## src/texture_container_header_parser_core_defines.svh

```systemverilog
// Assertion macros shared by the texture container header parser.
`ifndef TEXTURE_CONTAINER_HEADER_PARSER_CORE_DEFINES_SVH
`define TEXTURE_CONTAINER_HEADER_PARSER_CORE_DEFINES_SVH
`ifndef NO_ASSERTIONS
`define TCHP_ASSERT_IMPL(lbl, ante, cons) \
    lbl: assert property (@(posedge aclk) disable iff (!aresetn) (ante) |-> (cons)) \
        else $error("assertion failed");
`define TCHP_ASSERT_NEXT(lbl, ante, cons) \
    lbl: assert property (@(posedge aclk) disable iff (!aresetn) (ante) |=> (cons)) \
        else $error("assertion failed");
`else
`define TCHP_ASSERT_IMPL(lbl, ante, cons)
`define TCHP_ASSERT_NEXT(lbl, ante, cons)
`endif
`endif

```

## src/tchp_pkg.sv

```systemverilog
package tchp_pkg;

    localparam int MAX_LEVELS = 32;
    localparam int QUEUE_DEPTH = 4;
    localparam int QCNT_W = $clog2(QUEUE_DEPTH + 1);
    localparam int QPTR_W = $clog2(QUEUE_DEPTH);
    localparam int TDATA_W = 296;

    localparam logic [0:11][7:0] IDENT_V1 = {8'hAB, 8'h4B, 8'h54, 8'h58, 8'h20, 8'h31,
                                             8'h31, 8'hBB, 8'h0D, 8'h0A, 8'h1A, 8'h0A};
    localparam logic [0:11][7:0] IDENT_V2 = {8'hAB, 8'h4B, 8'h54, 8'h58, 8'h20, 8'h32,
                                             8'h30, 8'hBB, 8'h0D, 8'h0A, 8'h1A, 8'h0A};
    localparam logic [31:0] V1_HEADER_LEN = 32'd64;
    localparam logic [31:0] V2_HEADER_LEN = 32'd80;
    localparam logic [33:0] V2_ENTRY_LEN = 34'd24;

    localparam logic [1:0] VER_NONE = 2'd0;
    localparam logic [1:0] VER_ONE = 2'd1;
    localparam logic [1:0] VER_TWO = 2'd2;

    localparam logic [1:0] REG_FILE_LENGTH = 2'd0;

    typedef enum logic [1:0] {
        KIND_HEADER = 2'd0,
        KIND_LEVEL = 2'd1,
        KIND_DONE = 2'd2,
        KIND_UNKNOWN = 2'd3
    } kind_t;

    typedef enum logic [1:0] {
        WALK_IDLE = 2'd0,
        WALK_V1 = 2'd1,
        WALK_V2 = 2'd2
    } walk_t;

    typedef struct packed {
        kind_t       kind;
        logic [1:0]  version;
        logic [31:0] format_code;
        logic [31:0] width;
        logic [31:0] height;
        logic [31:0] depth;
        logic [31:0] layers;
        logic [31:0] faces;
        logic [31:0] count_or_index;
        logic [31:0] level_offset;
        logic [31:0] level_length;
        logic        last_of_run;
    } result_t;

    // Up to two requests leave the parser for one byte, first one in r0.
    typedef struct packed {
        logic [1:0] num;
        result_t    r0;
        result_t    r1;
    } push_t;

    typedef struct packed {
        logic [QCNT_W-1:0] count;
    } qstat_t;

    function automatic result_t new_row(kind_t kind, logic [1:0] ver);
        result_t r;
        r = '0;
        r.kind = kind;
        r.version = ver;
        return r;
    endfunction

endpackage

```

## src/tchp_parser.sv

```systemverilog
module tchp_parser (
    input  logic                aclk,
    input  logic                aresetn,
    input  logic                fire,
    input  logic [7:0]          byte_value,
    input  logic                start_of_file,
    input  logic [31:0]         file_length,
    output tchp_pkg::push_t     push
);

    typedef struct packed {
        logic [31:0]       pos;
        logic [1:0]        ver;
        logic              ok1;
        logic              ok2;
        logic [63:0]       wa;
        logic [7:0][31:0]  hw;
        logic [33:0]       nrp;
        logic [5:0]        lc;
        logic [31:0]       lw;
        logic [31:0]       lh;
        tchp_pkg::walk_t   walk;
        logic              stop;
    } pstate_t;

    localparam pstate_t PARSE_CLEAR = '{pos: '0, ver: tchp_pkg::VER_NONE, ok1: 1'b1,
        ok2: 1'b1, wa: '0, hw: '0, nrp: '0, lc: '0, lw: '0, lh: '0,
        walk: tchp_pkg::WALK_IDLE, stop: 1'b0};

    pstate_t st_reg;
    pstate_t st_next;

    function automatic logic [31:0] halve(logic [31:0] v);
        return (v > 32'd1) ? (v >> 1) : 32'd1;
    endfunction

    always_comb begin
        pstate_t          c;
        pstate_t          n;
        tchp_pkg::result_t ra;
        tchp_pkg::result_t rb;
        tchp_pkg::result_t lvl;
        logic [1:0]       num;
        logic [31:0]      pos;
        logic [31:0]      len;
        logic [34:0]      pos35;
        logic [5:0]       o6;
        logic             emit;
        logic [31:0]      e_off;
        logic [31:0]      e_len;
        logic [32:0]      body;
        logic [31:0]      nword;
        logic [31:0]      lv;
        logic [5:0]       lc_inc;
        logic [31:0]      o32;
        logic             hdr;

        c = start_of_file ? PARSE_CLEAR : st_reg;
        n = c;
        ra = '0;
        rb = '0;
        lvl = '0;
        num = 2'd0;
        pos = c.pos;
        len = file_length;
        pos35 = {3'b0, pos};
        o6 = pos[5:0] - 6'd3;
        emit = 1'b0;
        e_off = '0;
        e_len = '0;
        body = {1'b0, pos} + 33'd1;
        nword = '0;
        lv = '0;
        lc_inc = '0;
        o32 = '0;
        hdr = 1'b0;

        if (pos < len) begin
            n.wa = {byte_value, c.wa[63:8]};
            if (pos < 32'd12) begin
                if (byte_value != tchp_pkg::IDENT_V1[pos[3:0]]) n.ok1 = 1'b0;
                if (byte_value != tchp_pkg::IDENT_V2[pos[3:0]]) n.ok2 = 1'b0;
                if (pos == 32'd11) begin
                    if (n.ok1 && len >= tchp_pkg::V1_HEADER_LEN) n.ver = tchp_pkg::VER_ONE;
                    else if (n.ok2 && len >= tchp_pkg::V2_HEADER_LEN)
                        n.ver = tchp_pkg::VER_TWO;
                    else n.ver = tchp_pkg::VER_NONE;
                end
            end
            // Header words land in fixed slots as their last byte arrives.
            if (pos < 32'd64 && pos[1:0] == 2'b11) begin
                if (n.ver == tchp_pkg::VER_ONE) begin
                    if (o6 == 6'd28) n.hw[0] = n.wa[63:32];
                    else if (o6 inside {[6'd36:6'd60]})
                        n.hw[3'(o6[5:2] - 4'd8)] = n.wa[63:32];
                end else if (n.ver == tchp_pkg::VER_TWO) begin
                    if (o6 == 6'd12) n.hw[0] = n.wa[63:32];
                    else if (o6 inside {[6'd20:6'd40]})
                        n.hw[3'(o6[5:2] - 4'd4)] = n.wa[63:32];
                end
            end

            hdr = (n.ver == tchp_pkg::VER_ONE && pos == 32'd63) ||
                  (n.ver == tchp_pkg::VER_TWO && pos == 32'd79);
            if (hdr) begin
                lv = n.hw[6];
                ra = tchp_pkg::new_row(tchp_pkg::KIND_HEADER, n.ver);
                ra.format_code = n.hw[0];
                ra.width = n.hw[1];
                ra.height = n.hw[2];
                ra.depth = n.hw[3];
                ra.layers = n.hw[4];
                ra.faces = n.hw[5];
                ra.count_or_index = lv;
                num = 2'd1;
                n.lw = n.hw[1];
                n.lh = n.hw[2];
                n.lc = '0;
                n.stop = 1'b0;
                if (lv >= 32'd1 && lv <= 32'(tchp_pkg::MAX_LEVELS)) begin
                    if (n.ver == tchp_pkg::VER_ONE) begin
                        if (n.hw[7] <= len - tchp_pkg::V1_HEADER_LEN) begin
                            n.walk = tchp_pkg::WALK_V1;
                            n.nrp = {2'b0, tchp_pkg::V1_HEADER_LEN} + {2'b0, n.hw[7]};
                        end
                    end else if ({2'b0, tchp_pkg::V2_HEADER_LEN} +
                                 34'(lv[5:0]) * tchp_pkg::V2_ENTRY_LEN <= {2'b0, len}) begin
                        n.walk = tchp_pkg::WALK_V2;
                        n.nrp = {2'b0, tchp_pkg::V2_HEADER_LEN};
                    end
                end
            end else if (c.walk == tchp_pkg::WALK_V1 && !c.stop) begin
                if (pos35 == {1'b0, c.nrp} + 35'd3) begin
                    nword = n.wa[63:32];
                    if (body > {1'b0, len} ||
                        {2'b0, nword} > ({2'b0, len} - {1'b0, body})) begin
                        n.stop = 1'b1;
                    end else begin
                        emit = 1'b1;
                        e_off = body[31:0];
                        e_len = nword;
                        n.nrp = ({1'b0, body} + {2'b0, nword} + 34'd3) & ~34'd3;
                    end
                end
            end else if (c.walk == tchp_pkg::WALK_V2 && !c.stop) begin
                if (pos35 == {1'b0, c.nrp} + 35'd7) begin
                    if (n.wa > {32'b0, len}) n.stop = 1'b1;
                    else n.hw[7] = n.wa[31:0];
                end else if (pos35 == {1'b0, c.nrp} + 35'd15) begin
                    o32 = c.hw[7];
                    if (o32 > len || n.wa > {32'b0, len - o32}) begin
                        n.stop = 1'b1;
                    end else begin
                        emit = 1'b1;
                        e_off = o32;
                        e_len = n.wa[31:0];
                        n.nrp = c.nrp + tchp_pkg::V2_ENTRY_LEN;
                    end
                end
            end

            if (emit) begin
                lvl = tchp_pkg::new_row(tchp_pkg::KIND_LEVEL, n.ver);
                lvl.width = c.lw;
                lvl.height = c.lh;
                lvl.count_or_index = {26'b0, c.lc};
                lvl.level_offset = e_off;
                lvl.level_length = e_len;
                ra = lvl;
                num = 2'd1;
                n.lw = halve(c.lw);
                n.lh = halve(c.lh);
                lc_inc = c.lc + 6'd1;
                n.lc = lc_inc;
                if ({26'b0, lc_inc} >= c.hw[6]) n.stop = 1'b1;
            end

            if (pos == len - 32'd1) begin
                if (n.ver != tchp_pkg::VER_NONE) begin
                    rb = tchp_pkg::new_row(tchp_pkg::KIND_DONE, n.ver);
                    rb.count_or_index = {26'b0, n.lc};
                end else begin
                    rb = tchp_pkg::new_row(tchp_pkg::KIND_UNKNOWN, n.ver);
                end
                rb.last_of_run = 1'b1;
                if (num == 2'd0) begin
                    ra = rb;
                    num = 2'd1;
                end else begin
                    num = 2'd2;
                end
            end else if (num == 2'd1) begin
                ra.last_of_run = 1'b1;
            end
            n.pos = pos + 32'd1;
        end

        st_next = n;
        push.num = fire ? num : 2'd0;
        push.r0 = ra;
        push.r1 = rb;
    end

    always_ff @(posedge aclk) begin
        if (!aresetn) begin
            st_reg <= PARSE_CLEAR;
        end else if (fire) begin
            st_reg <= st_next;
        end
    end

endmodule

```

## config.mk

```make
export PLATFORM = sky130hd
export DESIGN_NAME = tchp_parser
export DESIGN_NICKNAME = d
export VERILOG_FILES = /design/src/texture_container_header_parser_core_defines.svh /design/src/tchp_pkg.sv /design/src/tchp_parser.sv
export SDC_FILE = /design/constraint.sdc
export NUM_CORES = 2
export LEC_CHECK = 0
export ABC_CLOCK_PERIOD_IN_PS = 14500
export BUFFER_PORTS_ARGS = -buffer_cell sky130_fd_sc_hd__buf_2
export CAP_MARGIN = 20
export CORE_UTILIZATION = 44
export DETAILED_ROUTE_END_ITERATION = 12
export PLACE_DENSITY = 0.64
export SLEW_MARGIN = 20
export SYNTH_ARGS = -nofsm -noshare
export SYNTH_HDL_FRONTEND = slang
export SYNTH_SLANG_ARGS = --single-unit
```

## constraint.sdc

```tcl
create_clock -name aclk -period 14.5 [get_ports aclk]
set_input_delay 2.9 -clock aclk [delete_from_list [all_inputs] [get_ports aclk]]
set_output_delay 2.9 -clock aclk [all_outputs]
set_load 0.01 [all_outputs]
```

# Yosys cells after proc, flatten, opt, wreduce, memory -nomap -nowiden
# Memory sizes are Yosys's and may differ from the RTL's.
# Index checks and enable logic that the tools add are counted.
classes:
  addsub: 18
  mul: 1
  magnitude_cmp: 26
  n_eq_ne: 17
  muxes: 112
  bitwise_logic: 1
  reduce_logical: 18
op_table:
  columns: ["cell", "count"]
  rows:
  - ["256-bit 2-to-1 mux", 6]
  - ["293-bit 2-to-1 mux", 5]
  - ["463-bit 2-to-1 mux", 2]
  - ["32-bit 2-to-1 mux", 25]
  - ["292-bit 2-to-1 mux", 2]
  - ["256-bit bitwise mux", 2]
  - ["224-bit 2-to-1 mux", 2]
  - ["34-bit 2-to-1 mux", 12]
  - ["291-bit 2-to-1 mux", 1]
  - ["32-bit demux with 3-bit select", 2]
  - ["72-bit 2-to-1 mux", 2]
  - ["64-bit by 32-bit > comparator with 1-bit output", 2]
  - ["32-bit by 35-bit == test with 1-bit output", 3]
  - ["70-bit 2-to-1 mux", 1]
  - ["32-bit by 7-bit >= comparator with 1-bit output (second input constant)", 2]
  - ["32-bit by 1-bit > comparator with 1-bit output (second input constant)", 2]
  - ["31-bit 2-to-1 mux", 2]
  - ["34-bit by 2-bit adder with 35-bit output (second input constant)", 1]
  - ["34-bit by 3-bit adder with 35-bit output (second input constant)", 1]
  - ["34-bit by 4-bit adder with 35-bit output (second input constant)", 1]
  - ["33-bit by 32-bit adder with 34-bit output", 1]
  - ["34-bit by 2-bit adder with 34-bit output (second input constant)", 1]
  - ["34-bit by 5-bit adder with 34-bit output (second input constant)", 1]
  - ["32-bit by 34-bit > comparator with 1-bit output", 1]
  - ["48 further kinds", 113]
word_totals:
  register_bits: 455
  mem_bits_ro: 256
  inputBits: 44
  output_inout_bits: 588
  elab_cells: 214
  n_memories: 2
memory_table:
  columns: ["name", "depth", "width", "read_ports", "rd_clocked_by_memory_dff", "wr", "line_no", "rtl"]
  rows:
  - ["(no name shown)", 16, 8, 1, 0, 0, "tchp_parser.sv:82", "if (byte_value != tchp_pkg::IDENT_V2[pos[3:0]]) n.ok2 = 1'b0;"]
  - ["(no name shown)", 16, 8, 1, 0, 0, "tchp_parser.sv:81", "if (byte_value != tchp_pkg::IDENT_V1[pos[3:0]]) n.ok1 = 1'b0;"]

# Depth between registers and ports, before layout
depth:
  ltp_word: 33
  mapped_depth: 46
  ltp_nobuf: 35

# Worst setup path before layout
# OpenSTA, ideal clock, no wires.
synth_path:
  path_type: "input to output"
  start: "input start_of_file"
  end: "output push[333] (netlist bit)"
  arrival_ns: 11.451
  slack_ns: 0.149
  cell_stages: 42
  n_path_buf: 12
  path_cell_list: "buf_2 buf_6 inv_1 clkbuf_1 clkbuf_1 clkbuf_1 clkbuf_1 buf_1 clkbuf_1 clkbuf_1 nand2_1 ha_1 inv_1 fa_1 nor2b_1 o31a_1 o31a_1 o21ai_0 (+6 left out) nand2b_1 xnor2_1 ha_1 a21o_1 a21o_1 a2111oi_0 o2111ai_1 a211oi_1 a21oi_1 a22oi_1 and4_1 and2_1 clkbuf_1 or2_2 clkbuf_1 nand2_1 clkbuf_1 nor2_1"
synth_rtl:
  columns: ["item", "line_no", "rtl"]
  rows:
  - ["start, declared", "tchp_parser.sv:6", "input logic start_of_file,"]
  - ["end, declared", "tchp_parser.sv:8", "output tchp_pkg::push_t push"]

==> impl_metrics.py <==
metrics = {
    "logic_synthesis": {
        "ys_top_cells_by_count": "nor2_1, dfxtp_1, nand2_1",
        "synth_warnings": 0,
        "async_reset_ff_share_pct": 0,
        "avgSynthCellArea_um2": 7.29,
        "synthesis.area_um2": 44300,
        "yosys.area.top_type": "dfxtp_1",
        "yosysTopAreaCellShare_pct": 20.6,
        "yosys.cell_count.top_type": "nor2_1",
        "ys_types": 99,
        "synth_area_leaders": "dfxtp_1, ha_1, nor2_1, a22oi_1, buf_4",
        "synth_seq_cells": 455,
        "netlist_instances": 6071,
        "synth_edf_count": 0,
        "synth.yosys.seq_area_share_pct": 20.6,
        "synth_top_flop_cell": "dfxtp_1",
    },
    "final_layout": {
        "fillers": 10000,
        "regArea_um2": 9110,
        "multi_input_area_um2": 31800,
        "nets": 6603,
        "area_growth_pct": 9.81,
        "largest_reg_flops": 455,
        "drive_gt1_share_pct": 12.5,
    },
    "cts": {
        "cts.sinks": 455,
        "cts_inserted_buffers": 56,
        "clock_latency_ns": 0.70,
        "cts_root_buf": "clkbuf_16",
        "tritoncts": "built",
        "cts_hold_buf": 0,
        "htree_levels": 2,
        "clkTransAtPathRegs_ns": 0.06,
        "clockBufferDepth": 3,
    },
    "worst_setup_path": {
        "crit-reg2reg-launch": "st_reg[431]$_SDFFE_PN0P_",
        "crit_required_ns": 11.60,
        "path_max_fanout": 31,
        "cp-start-kind": "primary input",
        "worstReg2RegEnd": "st_reg[76]$_SDFFE_PN0P_",
        "arrival_ns": 11.13,
        "reg2reg_depth": 35,
        "endpoint_kind": "primary output",
        "r2r_slack_ns": 4.10,
        "critPathKind": "primary input to primary output",
        "critical_path.max_stage_delay_ns": 0.51,
        "cp_slowest_cell": "a2111oi_0",
    },
    "placement": {
        "io_buffers": 349,
        "gp_congestion": 1.10,
        "dp_hpwl_um": 162000,
    },
    "power_and_ir_drop": {
        "vdd_drop_max_mv": 0.0882,
        "leakage_nw": 19.9,
        "cellPowerDensity_nw_per_um2": 67.3,
    },
    "die": {
        "die_w_um": 319,
        "rows": 115,
        "die_h_um": 319,
        "pin_count": 632,
        "start_util_pct": 44.7,
        "design.core.area_um2": 99000,
        "dieArea_um2": 102000,
    },
    "detailed_routing": {
        "dr.pass1.iters": 9,
        "drt-initial-drc-count": 7085,
        "drt-total-wl_um": 218000,
        "drc": 0,
        "viasPerCell": 6.49,
        "ant_nets": 0,
        "post_drt_wl_per_cell_um": 28.8,
        "num_vias": 49200,
    },
    "global_routing": {
        "antenna_found_initial": 10,
        "grt_pass1_vias": 43700,
        "grt_use_total_pct": 40.6,
        "grt-ovfl-total": 0,
        "grt_pass1_wl_um": 308000,
        "grt_max_degree": 153,
    },
    "hold_path": {
        "whs_endpoint": "st_reg[303]$_SDFFE_PN0P_",
        "hold_depth": 2,
        "hp-class": "register to register",
        "hold_start": "st_reg[303]$_SDFFE_PN0P_",
    },
    "timing": {
        "finalCritPeriodShare_pct": 96.7,
        "setup_viol": 0,
        "fin_crit_ns": 14.03,
        "rsz0062_at_grt": "no",
        "whs_ns": 0.468,
        "max_slew_margin_pct": 20.8,
        "hold_violations": 0,
        "fmax_mhz": 71.3,
        "worst_pin_slew_ns": 1.18,
        "maxSlewViolCount": 0,
        "fin_setup_tns_ns": 0,
        "fin_skew_ns": 0.0435,
    },
    "run": {
        "maxCapViolCount": 0,
    },
    "status": {
        "status": "complete, no violations",
    },
}
## layer usage
metal  global-route usage [%]  part of all wire [%]
met3                     11.9                    13
met2                     57.5                    40
met1                     53.2                    39
met5                        0                 0.025
met4                     26.7                   7.5
## repair_timing
item,CTS,global route
endpoints found under the setup margin,0,42
buffers inserted,0,0
resized for setup,0,1
## cells in the final DEF, fill, tap and decap left out, types with 40 or more instances in the layout
| cell type | netlist | layout |
|---|---|---|
| mux2i_1 | 177 | 177 |
| xnor2_1 | 208 | 208 |
| a21oi_1 | 394 | 391 |
| o211ai_1 | 50 | 50 |
| and3_1 | 56 | 55 |
| a22oi_1 | 374 | 374 |
| nor4_1 | 83 | 82 |
| or3_1 | 40 | 40 |
| nor2_1 | 947 | 940 |
| a31oi_1 | 60 | 58 |
| and2_1 | 50 | 48 |
| nand3_1 | 134 | 134 |
| buf_2 | 68 | 348 |
| xor2_1 | 86 | 86 |
| o21ai_0 | 222 | 220 |
| a211oi_1 | 41 | 41 |
| ha_1 | 325 | 325 |
| nand4_1 | 96 | 96 |
| inv_1 | 163 | 162 |
| clkbuf_16 | 0 | 57 |
| conb_1 | 1 | 282 |
| nand2_1 | 409 | 405 |
| nor2b_1 | 145 | 142 |
| o2bb2ai_1 | 51 | 51 |
| buf_4 | 290 | 210 |
| nor3_1 | 101 | 99 |
| dfxtp_1 | 455 | 455 |
| a21o_1 | 77 | 77 |
## worst max-delay path by stage
stage | start | depth (start not counted) | slack [ns] | endpoint
after CTS | start_of_file | 39 | 0.64 | push[335]
after detailed placement | start_of_file | 39 | 0.69 | push[335]
after global placement | start_of_file | 32 | 0.89 | push[335]
after global routing | start_of_file | 40 | 0.003 | push[586]
after floorplan | start_of_file | 42 | 0.15 | push[333]
final | start_of_file | 40 | 0.47 | push[586]
## metrics by stage
step | power, W | cells | worst slack [ns] | utilization (%) | instance area, um^2
final | 0.00327 | 7570 | 0.472 | 49.1 | 48600
after global routing | 0.00334 | 7563 | 0.00261 | 49.1 | 48600
after CTS | 0.00324 | 7560 | 0.637 | 49.0 | 48500
after detailed placement | 0.00174 | 7458 | 0.687 | 47.0 | 46500
after global placement | 0.00174 | 7457 | 0.891 | 47.0 | 46500
after floorplan | 0.00164 | 6352 | 0.149 | - | 45300
## cell families after synthesis
family,share of synthesized area [%]
buffers and inverters,10.4
AOI/OAI and AO/OA,24.5
DFF,20.6
and+or+nand+nor,24.7
muxes,4.72
adders and majority gates,9.32
other,0.00847
xor gates and xnor gates,5.82
## worst max-delay path, delay by kind of cell
family	cells	cell delay, ns
fa+ha+maj	3	0.71
xor+xnor	2	0.36
simple gates	9	2.38
compound gates	16	3.27
buf+inv	10	1.43
## where the power goes
group / switching [W] / internal [W]
logic: 0.000350 / 0.000128
clock network: 0.000642 / 0.000888
registers: 0.00000868 / 0.00125
total: 0.00100 / 0.00227
## cell type report
class / count / area share (%)
Multi-Input combinational cell: 4988 / 65.4
Sequential cell: 455 / 18.7
Timing Repair Buffer: 566 / 7.15
Clock buffer: 81 / 3.35
Tap cell: 1287 / 3.31
Inverter: 164 / 1.29
Clock inverter: 21 / 0.669
Antenna cell: 8 / 0.0412
Power figures use the tool's default switching activity.
